$ cat config.mk
export PLATFORM = sky130hd
export DESIGN_NAME = ipsaf_cell
export DESIGN_NICKNAME = d
export VERILOG_FILES = /design/src/rtl/ipsaf_pkg.sv /design/src/rtl/ipsaf_cell.sv
export SDC_FILE = /design/constraint.sdc
export NUM_CORES = 1
export LEC_CHECK = 0
export BUFFER_PORTS_ARGS = -buffer_cell sky130_fd_sc_hd__clkbuf_2
export CAP_MARGIN = 20
export CORE_UTILIZATION = 51
export CTS_BUF_LIST = sky130_fd_sc_hd__clkbuf_2 sky130_fd_sc_hd__clkbuf_4 sky130_fd_sc_hd__clkbuf_8
export DETAILED_ROUTE_END_ITERATION = 10
export GPL_TIMING_DRIVEN = 0
export PLACE_DENSITY = 0.86
export SLEW_MARGIN = 30
export SYNTH_ARGS = -nofsm -noshare
export SYNTH_HDL_FRONTEND = slang
export SYNTH_SLANG_ARGS = --single-unit
$ cat constraint.sdc
create_clock -name i_clk -period 9.1 [get_ports i_clk]
set_input_delay 0.91 -clock i_clk [delete_from_list [all_inputs] [get_ports i_clk]]
set_output_delay 0.91 -clock i_clk [all_outputs]
set_load 0.1 [all_outputs]
$ cat src/rtl/ipsaf_pkg.sv
// Package for the IPv4 subnet allow filter: operation and status codes,
// field widths, the cell link type and the prefix mask helper.
// No dependencies.
package ipsaf_pkg;

    localparam int ADDR_W   = 32;
    localparam int PLEN_W   = 6;
    localparam int OP_W     = 2;
    localparam int STAT_W   = 2;
    localparam int ECNT_W   = 7;
    localparam int IN_DW    = 40;   // address + prefix_len, byte padded
    localparam int OUT_DW   = 16;   // status + permitted + entry_count, byte padded

    localparam int MAX_SUBNETS_DEF = 64;
    localparam logic [PLEN_W-1:0] PLEN_MAX = PLEN_W'(32);

    // operation codes
    localparam logic [OP_W-1:0] OP_CLEAR = 2'd0;
    localparam logic [OP_W-1:0] OP_ADD   = 2'd1;
    localparam logic [OP_W-1:0] OP_QUERY = 2'd2;

    // status codes
    localparam logic [STAT_W-1:0] ST_OK         = 2'd0;
    localparam logic [STAT_W-1:0] ST_BAD_PREFIX = 2'd1;
    localparam logic [STAT_W-1:0] ST_FULL       = 2'd2;

    // query token handed from cell to cell
    typedef struct packed {
        logic              vld;
        logic              hit;
        logic [ADDR_W-1:0] key;
    } t_link;

    typedef struct packed {
        logic [STAT_W-1:0] status;
        logic              permitted;
        logic [ECNT_W-1:0] entry_count;
    } t_result;

    // left-aligned mask, len is 1..32
    function automatic logic [ADDR_W-1:0] prefix_mask(input logic [PLEN_W-1:0] len);
        prefix_mask = ~({ADDR_W{1'b1}} >> len);
    endfunction

    function automatic logic [ADDR_W-1:0] swap_bytes(input logic [ADDR_W-1:0] v);
        swap_bytes = {v[7:0], v[15:8], v[23:16], v[31:24]};
    endfunction

endpackage

$ cat src/rtl/ipsaf_cell.sv
// One table cell: holds one subnet (address and mask) and passes the query
// token to its neighbor, ORing in its own match. Uses ipsaf_pkg.
module ipsaf_cell #(
    parameter int CNT_W    = 7,
    parameter int CELL_IDX = 0
) (
    input  logic                          i_clk,
    input  logic                          i_rst_n,
    input  ipsaf_pkg::t_link              i_link,
    output ipsaf_pkg::t_link              o_link,
    input  logic [CNT_W-1:0]              i_count,
    input  logic                          i_wr_en,
    input  logic [ipsaf_pkg::ADDR_W-1:0]  i_addr,
    input  logic [ipsaf_pkg::ADDR_W-1:0]  i_mask
);

    logic [ipsaf_pkg::ADDR_W-1:0] r_addr;
    logic [ipsaf_pkg::ADDR_W-1:0] r_mask;
    logic                         r_vld;
    logic                         r_hit;
    logic [ipsaf_pkg::ADDR_W-1:0] r_key;
    logic                         w_sel;
    logic                         w_active;
    logic                         w_match;

    assign w_sel    = (i_count == CNT_W'(CELL_IDX));
    assign w_active = (CNT_W'(CELL_IDX) < i_count);
    assign w_match  = w_active && ((r_addr & r_mask) == (i_link.key & r_mask));

    // entry store, written at the current fill position
    always_ff @(posedge i_clk) begin
        if (i_wr_en && w_sel) begin
            r_addr <= i_addr;
            r_mask <= i_mask;
        end
    end

    always_ff @(posedge i_clk) begin
        if (!i_rst_n) begin
            r_vld <= 1'b0;
        end else begin
            r_vld <= i_link.vld;
        end
    end

    always_ff @(posedge i_clk) begin
        r_key <= i_link.key;
        r_hit <= i_link.hit | w_match;
    end

    assign o_link.vld = r_vld;
    assign o_link.hit = r_hit;
    assign o_link.key = r_key;

endmodule

## Word-level counts from Yosys, hierarchy flattened

Cells that the tools add are included.

| word-level totals | value |
|---|---|
| word-level logic and storage cells | 13 |
| register bits | 98 |
| output and inout bits | 34 |
| input bits | 108 |

| cells by class | value |
|---|---|
| magnitude comparators | 1 |
| eq/ne operators | 1 |
| bitwise gates (word level) | 3 |
| reductions and logical operators | 3 |

Operator list:

| cell | number |
|---|---|
| 32-bit bitwise AND | 2 |
| 32-bit equality test | 1 |
| 7-bit zero test | 1 |
| 1-bit by 7-bit < comparator with 1-bit output (first input constant) | 1 |
| 1-bit logical AND | 2 |
| 1-bit bitwise OR | 1 |

## Logic depth before layout (Yosys ltp)

Gate-level depths: netlist of the first run.

| logic depth | value |
|---|---|
| depth after elaboration | 4 |
| mapped depth | 5 |
| gate-level depth less buffers | 5 |

## Worst setup path before layout of the first run

OpenSTA, ideal clock, no wires.

| timing path | value |
|---|---|
| path type | input to register |
| start point | input i_count[3] |
| end point | register r_addr[0] (netlist name), enable pin |
| library setup time | 0.429 ns |
| path buffers | 0 |
| arrival | 3.197 ns |
| path slack | 5.475 ns |
| required time | 8.671 ns |
| stages | 3 |
| cell sequence | or4_1 > nor4_1 > and2_1 |

| between the ends | value |
|---|---|
| word-level cells in the longest chain between the ends | 2 |

RTL lines:

| what | RTL line | text |
|---|---|---|
| from (decl) | ipsaf_cell.sv:11 | `input logic [CNT_W-1:0] i_count,` |
| 7-bit zero test | ipsaf_cell.sv:26 | `assign w_sel = (i_count == CNT_W'(CELL_IDX));` |
| 1-bit logical AND | ipsaf_cell.sv:32 | `if (i_wr_en && w_sel) begin` |
| to (signal assigned) | ipsaf_cell.sv:33 | `r_addr <= i_addr;` |
| to (decl) | ipsaf_cell.sv:17 | `logic [ipsaf_pkg::ADDR_W-1:0] r_addr;` |

No other way between the ends.
A chain may end at the register's enable or synchronous reset.

## Worst setup path after layout of the first run

| timing path | value |
|---|---|
| start point | input i_count[3] |
| end point | register r_mask[9] (netlist name), enable pin |

| between the ends | value |
|---|---|
| word-level cells in the longest chain between the ends | 2 |

RTL lines:

| what | RTL line | text |
|---|---|---|
| 7-bit zero test | ipsaf_cell.sv:26 |  |
| 1-bit logical AND | ipsaf_cell.sv:32 |  |
| to (signal assigned) | ipsaf_cell.sv:34 | `r_mask <= i_mask;` |
| to (decl) | ipsaf_cell.sv:18 | `logic [ipsaf_pkg::ADDR_W-1:0] r_mask;` |

No other way between the ends.

==> out/qor.csv, run 1 <==
metric;value;unit
netlist_area;3104;um2
async_reset_ff_frac;0;
drive_gt1_frac;0.5190;
multi_input_area;485.5;um2
seq_area;2603;um2
grt_overflow;0;
power_density;212.0;nW/um2
hold_path_class;reg2reg;
cts_tree;yes;
vias;1777;
syn-mean-instance-area;19.65;um2
grt_max_degree;39;
synthFlopType;edfxtp_1;
cp-start-kind;input port;
synth-xor-area-share;0.09029;
tns;0;ps
crit_type;in2reg;
syn2layout_area_growth;33.49;%
finalCritPeriodShare;0.2741;
status;complete, no violations;
final_area;4144;um2
cts.htree.levels;3;
postCtsResizedCells;0;
drt-initial-drc-count;48;
rsz0062_at_grt;no;
fmax;0.4009;GHz
synth_top_family_by_area;XOR/XNOR gates;
dieArea;6402;um2
placed_cells;375;
grt_usage;0.1649;
wl_per_cell;13.27;um
period_minus_slack;2494;ps
ys_seq_area_frac;0.8384;
power;878.5;uW
drv_slew;0;
rows;28;
die_h;80.02;um
critPathSlowestCell;or4_1;
setup_violations;0;
synthMuxAreaShare;0;
die_x;80.02;um
synth_edf_count;64;
crit_fanout;38;
place_ws;6256;ps
final_nets;419;
cts_root_buf;clkbuf_8;
clk_pin_slew;80;ps
synthAdderAreaFrac;0;
grt_pass1_vias;1728;
placed_area;3926;um2
route.detailed.drc;0;
antenna_found_initial;0;
path_cells;clkbuf_2 -> or4_1 -> nor4_1 -> and2_4 -> buf_12;
cts_sinks;98;
syn_nets;266;
port_buffers;141;
gp_congestion;0.6943;
postRouteAntennaNets;0;
ys_ff_latch;98;
wirelength;5190;um
diodes;0;
synth_compound_area_frac;0.04837;
grt_pass1_wl;7452;um
worstPathArrival;2530;ps
hpwlAfterDp;3979;um
crit_required;9130;ps
instances_no_fill;391;
ios;142;
yosys_warnings;0;
fin_worst_skew;8.337;ps
critPathMaxStageDelay;510;ps
path_delay_family;simple AND/OR/NAND/NOR gates;
synth-simple-area-share;0.01693;
numCtsBuffers;9;
endpoint_kind;register;
core;5886;um2
via_per_inst;4.545;
syn_inst;158;
clk-insertion-delay-late;340;ps
post_cts_buffers;0;
path_buf_inv;2;
maxCapViolations;0;
leakage;1.774;nW
hold_violations;0;
ys_types;17;
post-route-worst-setup-slack;6606;ps
fillers;409;
worstMarginPinSlew;559.3;ps
ir_worst_vdd;131.3;uV
start_util;0.5274;
slew_headroom;0.6287;
clock_path_buffers;2;
cts-hold-fix-buffers;0;
drt_first_pass_iters;5;
==> power by group <==
group / switching, mW / leakage [nW] / internal (mW) / total, mW
sequential: 0.00237 / 0.862 / 0.482 / 0.484
clock: 0.139 / 0.105 / 0.154 / 0.293
combinational: 0.0747 / 0.807 / 0.0267 / 0.101
==> through the flow <==
step | util | hold WS [ps]
after floorplan | - | 533.7
after global placement | 0.6633 | 566.3
after detailed placement | 0.6671 | 578.5
after CTS | 0.7041 | 590.7
after global routing | 0.7041 | 617.0
final | 0.7041 | 578.6
==> cell type report <==
class                   count  share of cell area
plain buffers               2            0.003623
clock buffers               9             0.02989
clock inverters             7             0.02264
inverters                   1           0.0009058
multi-input cells          57              0.1171
flip-flops and latches     98              0.6280
well taps                  75             0.02264
repair buffers            142              0.1751
==> Yosys cell counts, types with 2 or more instances <==
master,count,area (um2)
a221oi_2,2,30.03
xor2_1,32,280.3
dfxtp_1,34,680.7
a22oi_1,9,67.56
and2_1,2,12.51
nand3_1,2,10.01
nand4_1,2,12.51
buf_4,2,15.01
a22o_1,2,17.52
edfxtp_1,64,1922
==> routing by layer <==
layer	track usage	wire (um)	share of wire
met5	0	0	0
met4	0.08571	70	0.013
met3	0.04571	355	0.068
met2	0.2991	2860	0.55
met1	0.1725	1903	0.37
==> kinds of logic after synthesis <==
kind of cell           Yosys count
flip-flops                      98
XOR/XNOR                        32
AO/OA/AOI/OAI                   16
AND/OR/NAND/NOR                  9
buffers and inverters            3
==> worst reg2reg max path, delay by kind of cell (launching register included) <==
family	cells	cell delay [ps]
AOI/OAI and AO/OA	3	700
DFF	1	390
xor gates and xnor gates	1	170
and+or+nand+nor	1	170
==> path summary, 6_finish.rpt <==
check	start	endpoint	slack, ps	cells after the start
setup / recovery	i_count[3]	r_mask[9]	6610	5
hold / removal	r_mask[28]	r_hit	580	3
setup reg to reg	r_addr[5]	r_hit	7580	5
hold reg to reg	r_mask[28]	r_hit	580	3
==> registers in the layout, summed over array words and instances (netlist names) <==
signal,count
r_addr,32
r_key,32
r_mask,32
r_hit,1
r_vld,1
==> layout by cell type, fill, tap and decap left out <==
cell and n:
a22oi_1 9, xor2_1 32, nand2_1 1, clkinvlp_4 2, a22o_1 2, bufinv_16 2
buf_4 2, edfxtp_1 64, and2_1 1, nand3_1 2, clkinv_2 2, buf_12 1
clkinv_4 1, a222oi_1 1, and2_4 1, o41ai_2 1, clkbuf_2 141, inv_1 1
a221oi_1 1, nor4_1 1, a221oi_2 2, or4_1 1, clkbuf_8 9, dfxtp_1 34
nand4_1 2
No activity file was read; power rests on OpenSTA's default activity.
==> inputs of run 2 (changes only) <==
--- a/config.mk
+++ b/config.mk
@@ -5,13 +5,14 @@
 export SDC_FILE = /design/constraint.sdc
 export NUM_CORES = 1
 export LEC_CHECK = 0
+export ABC_AREA = 1
 export BUFFER_PORTS_ARGS = -buffer_cell sky130_fd_sc_hd__clkbuf_2
 export CAP_MARGIN = 20
-export CORE_UTILIZATION = 51
+export CORE_UTILIZATION = 44
 export CTS_BUF_LIST = sky130_fd_sc_hd__clkbuf_2 sky130_fd_sc_hd__clkbuf_4 sky130_fd_sc_hd__clkbuf_8
 export DETAILED_ROUTE_END_ITERATION = 10
 export GPL_TIMING_DRIVEN = 0
-export PLACE_DENSITY = 0.86
+export PLACE_DENSITY = 0.77
 export SLEW_MARGIN = 30
 export SYNTH_ARGS = -nofsm -noshare
 export SYNTH_HDL_FRONTEND = slang
==> constraint.sdc (replaced) <==
create_clock -name i_clk -period 2.2 [get_ports i_clk]
set_input_delay 0.22 -clock i_clk [delete_from_list [all_inputs] [get_ports i_clk]]
set_output_delay 0.22 -clock i_clk [all_outputs]
set_load 0.1 [all_outputs]
==> run 2 against run 1 <==
Compared with the run above: wire length is 28% higher; flip-flop and latch count unchanged; via count increased by 40%; die area rose by 25%; synthesized cell count is 80% higher; sequential power rose to 4.1 times the previous value; non-clock buffer count grew 33; clock skew rose by 3.2 ps; worst setup slack got worse by 5800 ps; critical path type is now reg2out; critical endpoint is now o_link[33]; largest cell class unchanged; largest power group unchanged.
==> out/qor.csv, run 2 <==
metric;value;unit;change
status;complete, no violations;;unchanged
core;7331;um2;was 5886 um2
finalCritPeriodShare;0.6480;;
ys_seq_area_frac;0.7712;;was 0.8384
postRouteAntennaNets;0;;unchanged
synth_area_leader_cell;edfxtp_1;;unchanged
cts_sinks;98;;unchanged
seq_area;2603;um2;unchanged
fillers;576;;was 409
period_minus_slack;1426;ps;
synth_common_cells;74 x nand2_1, 64 x edfxtp_1, 52 x inv_1, 34 x dfxtp_1, 29 x nand3_1;;was 64 x edfxtp_1, 34 x dfxtp_1, 32 x xor2_1, 9 x a22oi_1
maxCapViolations;0;;unchanged
crit_fanout;1;;was 38
post-route-util;0.6527;;was 0.7041
clk_pin_slew;100;ps;was 80 ps
cts_root_buf;clkbuf_8;;unchanged
layout_common_cells;141 x clkbuf_2, 74 x nand2_1, 64 x edfxtp_1;;was 141 x clkbuf_2, 64 x edfxtp_1, 34 x dfxtp_1
final_nets;579;;was 419
power_density;761.1;nW/um2;was 212.0 nW/um2
syn2layout_area_growth;41.79;%;was 33.49%
fmax;0.7014;GHz;
drt_first_pass_iters;4;;was 5
yosys_warnings;0;;unchanged
fin_hold_ws;35.27;ps;was 578.6 ps
via_per_inst;4.313;;was 4.545
syn_inst;285;;was 158
grt_max_degree;28;;was 39
grt_overflow;0;;unchanged
worstMarginPinSlew;569.1;ps;was 559.3 ps
cp-start-kind;register;;was input port
timing.reg2reg.setup_slack;1050;ps;was 7580 ps
drv_slew;0;;unchanged
vias;2480;;was 1777
dieArea;8024;um2;was 6402 um2
grt_pass1_vias;2426;;was 1728
hpwlAfterDp;4857;um;was 3979 um
rsz0062_at_grt;no;;unchanged
setup_violations;0;;unchanged
gp_congestion;0.7274;;was 0.6943
hold_path_class;in2reg;;was reg2reg
diodes;0;;unchanged
grt_pass1_wl;9839;um;was 7452 um
post_cts_buffers;0;;unchanged
synthFlopType;edfxtp_1;;unchanged
ys_ff_latch;98;;unchanged
cts-hold-fix-buffers;32;;was 0
fin_worst_skew;11.51;ps;was 8.337 ps
ir_worst_vdd;482.8;uV;was 131.3 uV
yosys-top-cells-area;edfxtp_1 57%, dfxtp_1 20%, nand2_1 8.2%;;was edfxtp_1 62%, dfxtp_1 22%, xor2_1 9.0%
rows;31;;was 28
worstPathArrival;1210;ps;was 2530 ps
clk-insertion-delay-late;350;ps;was 340 ps
die_h;89.58;um;was 80.02 um
die_x;89.58;um;was 80.02 um
wirelength;6632;um;was 5190 um
async_reset_ff_frac;0;;unchanged
crit_required;1980;ps;was 9130 ps
drt-initial-drc-count;81;;was 48
synth_edf_count;64;;unchanged
hold_violations;0;;unchanged
multi_input_area;569.3;um2;was 485.5 um2
leakage;2.296;nW;was 1.774 nW
start_util;0.4603;;was 0.5274
crit_type;reg2out;;was in2reg
clock_path_buffers;2;;unchanged
top_regs;r_addr x32, r_key x32, r_mask x32;;unchanged
synth_top_area_frac;0.5695;;was 0.6191
cts.htree.levels;3;;unchanged
synthMostInstantiatedCell;nand2_1;;was edfxtp_1
slew_headroom;0.6222;;was 0.6287
ys_types;14;;was 17
port_buffers;141;;unchanged
drive_gt1_frac;0.3466;;was 0.5190
postCtsResizedCells;0;;unchanged
netlist_area;3374;um2;was 3104 um2
syn_nets;393;;was 266
cts_tree;yes;;unchanged
wl_per_cell;11.53;um;was 13.27 um
route.detailed.drc;0;;unchanged
ios;142;;unchanged
grt_usage;0.1694;;was 0.1649
endpoint_kind;primary output;;was register
numCtsBuffers;9;;unchanged
antenna_found_initial;0;;unchanged
final_common_cell;clkbuf_2;;unchanged
syn-mean-instance-area;11.84;um2;was 19.65 um2
run 2: cell types whose count changed in the layout (fill, tap and decap cells not counted), moves of 3 or more:
cell	before	now
inv_1	1	52
nand2_1	1	74
nor2_1	0	17
xor2_1	32	1
nand3_1	2	29
or2_0	0	3
dlygate4sd3_1	0	32
a22oi_1	9	0
run 2: area by class of cell:
type                       instances  area share
sequential                        98      0.5439
timing repair buffer             175      0.2244
multi-input combinational        133      0.1190
inverter                          52     0.04079
clock buffer                      10     0.02746
tap                               99     0.02589
clock inverter                     6     0.01543
buffer                             2    0.003138
run 2: power by group:
| part | internal [mW] | switching (mW) | total (mW) | leakage, nW |
|---|---|---|---|---|
| clock network | 0.552 | 0.611 | 1.16 | 0.0984 |
| logic | 0.146 | 0.330 | 0.476 | 1.34 |
| registers | 1.99 | 0.0105 | 2.00 | 0.862 |
| total | 2.69 | 0.952 | 3.64 | 2.30 |
run 2: cells by family after synthesis:
kind of cell              Yosys count  share of synthesized area
DFF                                98                     0.7712
xor gates and xnor gates            1                   0.002596
buffers and inverters              54                    0.06229
and+or+nand+nor                   128                     0.1580
AOI/OAI and AO/OA                   4                   0.005933
run 2: final timing paths:
check / startpoint / endpoint / cells after the start
worst min-delay path: i_addr[21] / r_addr[21] / 1
worst max register to register: r_addr[21] / r_hit / 8
worst min register to register: r_mask[2] / r_hit / 5
worst max-delay path: r_vld / o_link[33] / 2
run 2: layer usage:
layer	vias to the layer above	share of wire	track usage
li1	1278	-	-
met1	1104	0.39	0.1723
met2	85	0.53	0.3140
met3	13	0.064	0.05027
met4	0	0.021	0.08514
met5	-	0	0
run 2: stage by stage:
stage / area, um2 / worst slack (ps) / std cells / power (mW) / TNS [ps]
detailed placement: 4259 / 479.3 / 527 / 2.477 / 0
CTS: 4785 / 751.1 / 575 / 3.688 / 0
global route: 4785 / 721.6 / 575 / 3.784 / 0
finish: 4785 / 774.3 / 575 / 3.642 / 0
floorplan: 3382 / 289.9 / 285 / 2.329 / 0
global placement: 4212 / -183.4 / 525 / 2.464 / -11570
run 2: critical path: stages, from the launching register on:
cell and delay (ps):
dfxtp_1 330, buf_4 100, clkbuf_2 440
==> inputs of run 3 (changes only) <==
--- a/config.mk
+++ b/config.mk
@@ -8,11 +8,11 @@
 export ABC_AREA = 1
 export BUFFER_PORTS_ARGS = -buffer_cell sky130_fd_sc_hd__clkbuf_2
 export CAP_MARGIN = 20
-export CORE_UTILIZATION = 44
+export CORE_UTILIZATION = 49
 export CTS_BUF_LIST = sky130_fd_sc_hd__clkbuf_2 sky130_fd_sc_hd__clkbuf_4 sky130_fd_sc_hd__clkbuf_8
 export DETAILED_ROUTE_END_ITERATION = 10
 export GPL_TIMING_DRIVEN = 0
-export PLACE_DENSITY = 0.77
+export PLACE_DENSITY = 0.82
 export SLEW_MARGIN = 30
 export SYNTH_ARGS = -nofsm -noshare
 export SYNTH_HDL_FRONTEND = slang
==> constraint.sdc (replaced) <==
create_clock -name i_clk -period 1.4 [get_ports i_clk]
set_input_delay 0.14 -clock i_clk [delete_from_list [all_inputs] [get_ports i_clk]]
set_output_delay 0.14 -clock i_clk [all_outputs]
set_load 0.1 [all_outputs]
==> run 3 against run 2 <==
Compared with the run above: register-to-register slack worse by 820 ps; worst setup slack worse by 720 ps; cell count is 8.3% higher; flip-flop and latch count stayed put; largest cell class unchanged; global-route usage is 8.9 points higher; non-clock buffer count is 68 higher; clock skew is 0.69 ps higher; final area is 14% higher.
==> out/qor.csv, run 3 (synthesis gave the netlist of run 2 again) <==
metric;value;unit;change
p_comb_frac;0.157;;was 0.131
fmax;0.7442;GHz;
top_regs;r_addr x32, r_key x32, r_mask x32;;unchanged
reg2reg_depth;9;;was 8
ir_worst_vdd;818.7;uV;was 482.8 uV
layout_common_cells;141 x clkbuf_2, 99 x dlygate4sd3_1, 74 x nand2_1;;was 141 x clkbuf_2, 74 x nand2_1, 64 x edfxtp_1
seq_area;2603;um2;unchanged
syn2layout_area_growth;62.22;%;was 41.79%
dr_wl_met2;5252;um;was 3493 um
endpoint_kind;primary output;;unchanged
r2r_end;r_hit;;unchanged
final_common_cell;clkbuf_2;;unchanged
status;complete, no violations;;unchanged
die_h;84.99;um;was 89.58 um
drt_first_pass_iters;4;;unchanged
grt_pass1_wl;13740;um;was 9839 um
crit_type;reg2out;;unchanged
path_cells;buf_4 -> clkbuf_2;;unchanged
cts_tree;yes;;unchanged
timing.reg2reg.setup_slack;230;ps;was 1050 ps
via_per_inst;4.596;;was 4.313
hold_depth;4;;was 1
port_buffers;141;;unchanged
critPathSlowestCell;clkbuf_2;;unchanged
critPathMaxStageDelay;440;ps;about the same
hold_path_class;in2reg;;unchanged
numCtsBuffers;9;;unchanged
drive_gt1_frac;0.3156;;was 0.3466
grt_max_degree;24;;was 28
finalCritPeriodShare;0.9598;;
wl_per_cell;14.23;um;was 11.53 um
clock_path_buffers;2;;unchanged
multi_input_area;599.3;um2;was 569.3 um2
wirelength;8863;um;was 6632 um
cts.htree.levels;3;;unchanged
route.detailed.drc;0;;unchanged
wl_met1;3030;um;was 2574 um
ios;142;;unchanged
rsz0062_at_grt;yes;;was no
cp-start-kind;register;;unchanged
rows;29;;was 31
hpwlAfterDp;5000;um;was 4857 um
hold_end;r_mask[11];;was r_addr[21]
final_area;5474;um2;was 4785 um2
hp-start;i_count[3];;was i_addr[21]
fin_hold_ws;386.3;ps;was 35.27 ps
fillers;333;;was 576
gp_congestion;0.7895;;was 0.7274
fin_worst_skew;12.20;ps;was 11.51 ps
maxCapViolations;0;;unchanged
slew_headroom;0.6053;;was 0.6222
switchingPower;1.498;mW;was 951.7 uW
core;6495;um2;was 7331 um2
power;5.896;mW;was 3.642 mW
start_util;0.5196;;was 0.4603
postRouteAntennaNets;0;;unchanged
cts_root_buf;clkbuf_8;;unchanged
grt_overflow;0;;unchanged
path_delay_family;buffers and inverters;;unchanged
hold_violations;0;;unchanged
leakage;2.594;nW;was 2.296 nW
crit_required;1260;ps;was 1980 ps
wl_met3;359;um;was 422 um
power.clock.fraction;0.309;;was 0.319
seq_power_share;0.534;;was 0.550
cts_sinks;98;;unchanged
worstPathArrival;1200;ps;was 1210 ps
crit-reg2reg-launch;r_addr[11];;was r_addr[21]
drt-initial-drc-count;100;;was 81
vias;2863;;was 2480
top_layer_used;met4;;unchanged
power_density;1077;nW/um2;was 761.1 nW/um2
antenna_found_initial;1;;was 0
path_buf_inv;2;;unchanged
period_minus_slack;1344;ps;
setup_violations;0;;unchanged
drv_slew;0;;unchanged
clk_pin_slew;100;ps;about the same
placed_cells;505;;was 527
internal_power;4.399;mW;was 2.690 mW
grt_usage;0.2586;;was 0.1694
clk-insertion-delay-late;330;ps;was 350 ps
final_nets;648;;was 579
dieArea;7222;um2;was 8024 um2
instances_no_fill;623;;was 575
placed_area;4255;um2;was 4259 um2
swShare;0.2540;;was 0.2613
die_x;84.99;um;was 89.58 um
worstMarginPinSlew;591.5;ps;was 569.1 ps
crit_fanout;1;;unchanged
grt_pass1_vias;2991;;was 2426
-- run 3: cell types whose count changed in the layout (fill, tap and decap cells not counted), moves of 2 or more --
cell and change:
nor2_2 +4, clkbuf_8 +2, dlygate4sd3_1 +67, nor2_1 -3, clkinv_2 +3
-- run 3: repair_timing --
item,4_1_cts,5_1_grt
hold buffers,99,0
pin swaps,1,1
endpoints found under the setup margin,20,21
setup buffers,0,1
gates resized for setup,0,3
cloned,1,0
hold endpoints to repair,98,0
-- run 3: power groups by stage --
| stage | Sequential, mW | Combinational (mW) | Clock [mW] |
|---|---|---|---|
| after detailed placement | 3.21 | 0.682 | 0 |
| after CTS | 3.15 | 0.904 | 1.85 |
| after global routing | 3.15 | 0.972 | 1.97 |
| after global placement | 3.21 | 0.666 | 0 |
| after floorplan | 3.57 | 0.0916 | 0 |
| final | 3.15 | 0.927 | 1.82 |
-- run 3: worst max path at each step --
stage	slack [ps]	start	end	cells past startpoint
CTS	50	r_vld	o_link[33]	2
detailed placement	-460	i_count[5]	r_addr[29]	6
global placement	-800	i_count[5]	r_addr[24]	4
global route	5	r_vld	o_link[33]	2
floorplan	-380	i_count[5]	r_addr[0]	3
finish	60	r_vld	o_link[33]	2
-- run 3: routing by layer --
metal / track usage / vias to the layer above
li1: - / 1418
met1: 0.2383 / 1328
met2: 0.5301 / 99
met3: 0.05642 / 18
met4: 0.1125 / 0
met5: 0 / -
-- run 3: worst register-to-register path, cell delays in order (launching register included) --
cell and delay, ps:
edfxtp_1 400, inv_1 70, nand2_1 60, nand3_1 80
nand2_1 70, nor2_2 130, nand2_1 70, nor2_2 90
nand3_1 80, nand2_1 50
-- run 3: stage by stage --
| stage | setup slack (ps) | utilization | TNS, ps |
|---|---|---|---|
| finish | 56.27 | 0.8428 | 0 |
| global route | 5.148 | 0.8428 | 0 |
| CTS | 48.36 | 0.8401 | 0 |
| detailed placement | -459.3 | 0.6552 | -17420 |
| global placement | -804.8 | 0.6467 | -51320 |
| floorplan | -378.2 | - | -24210 |
-- run 3: area by class of cell --
| type | instances | share of cell area |
|---|---|---|
| inverter | 52 | 0.03566 |
| antenna | 1 | 0.0004571 |
| clock inverter | 5 | 0.009600 |
| multi-input combinational | 134 | 0.1095 |
| buffer | 2 | 0.002743 |
| timing repair buffer | 243 | 0.3214 |
| clock buffer | 11 | 0.02766 |
| tap | 77 | 0.01760 |
| sequential | 98 | 0.4754 |
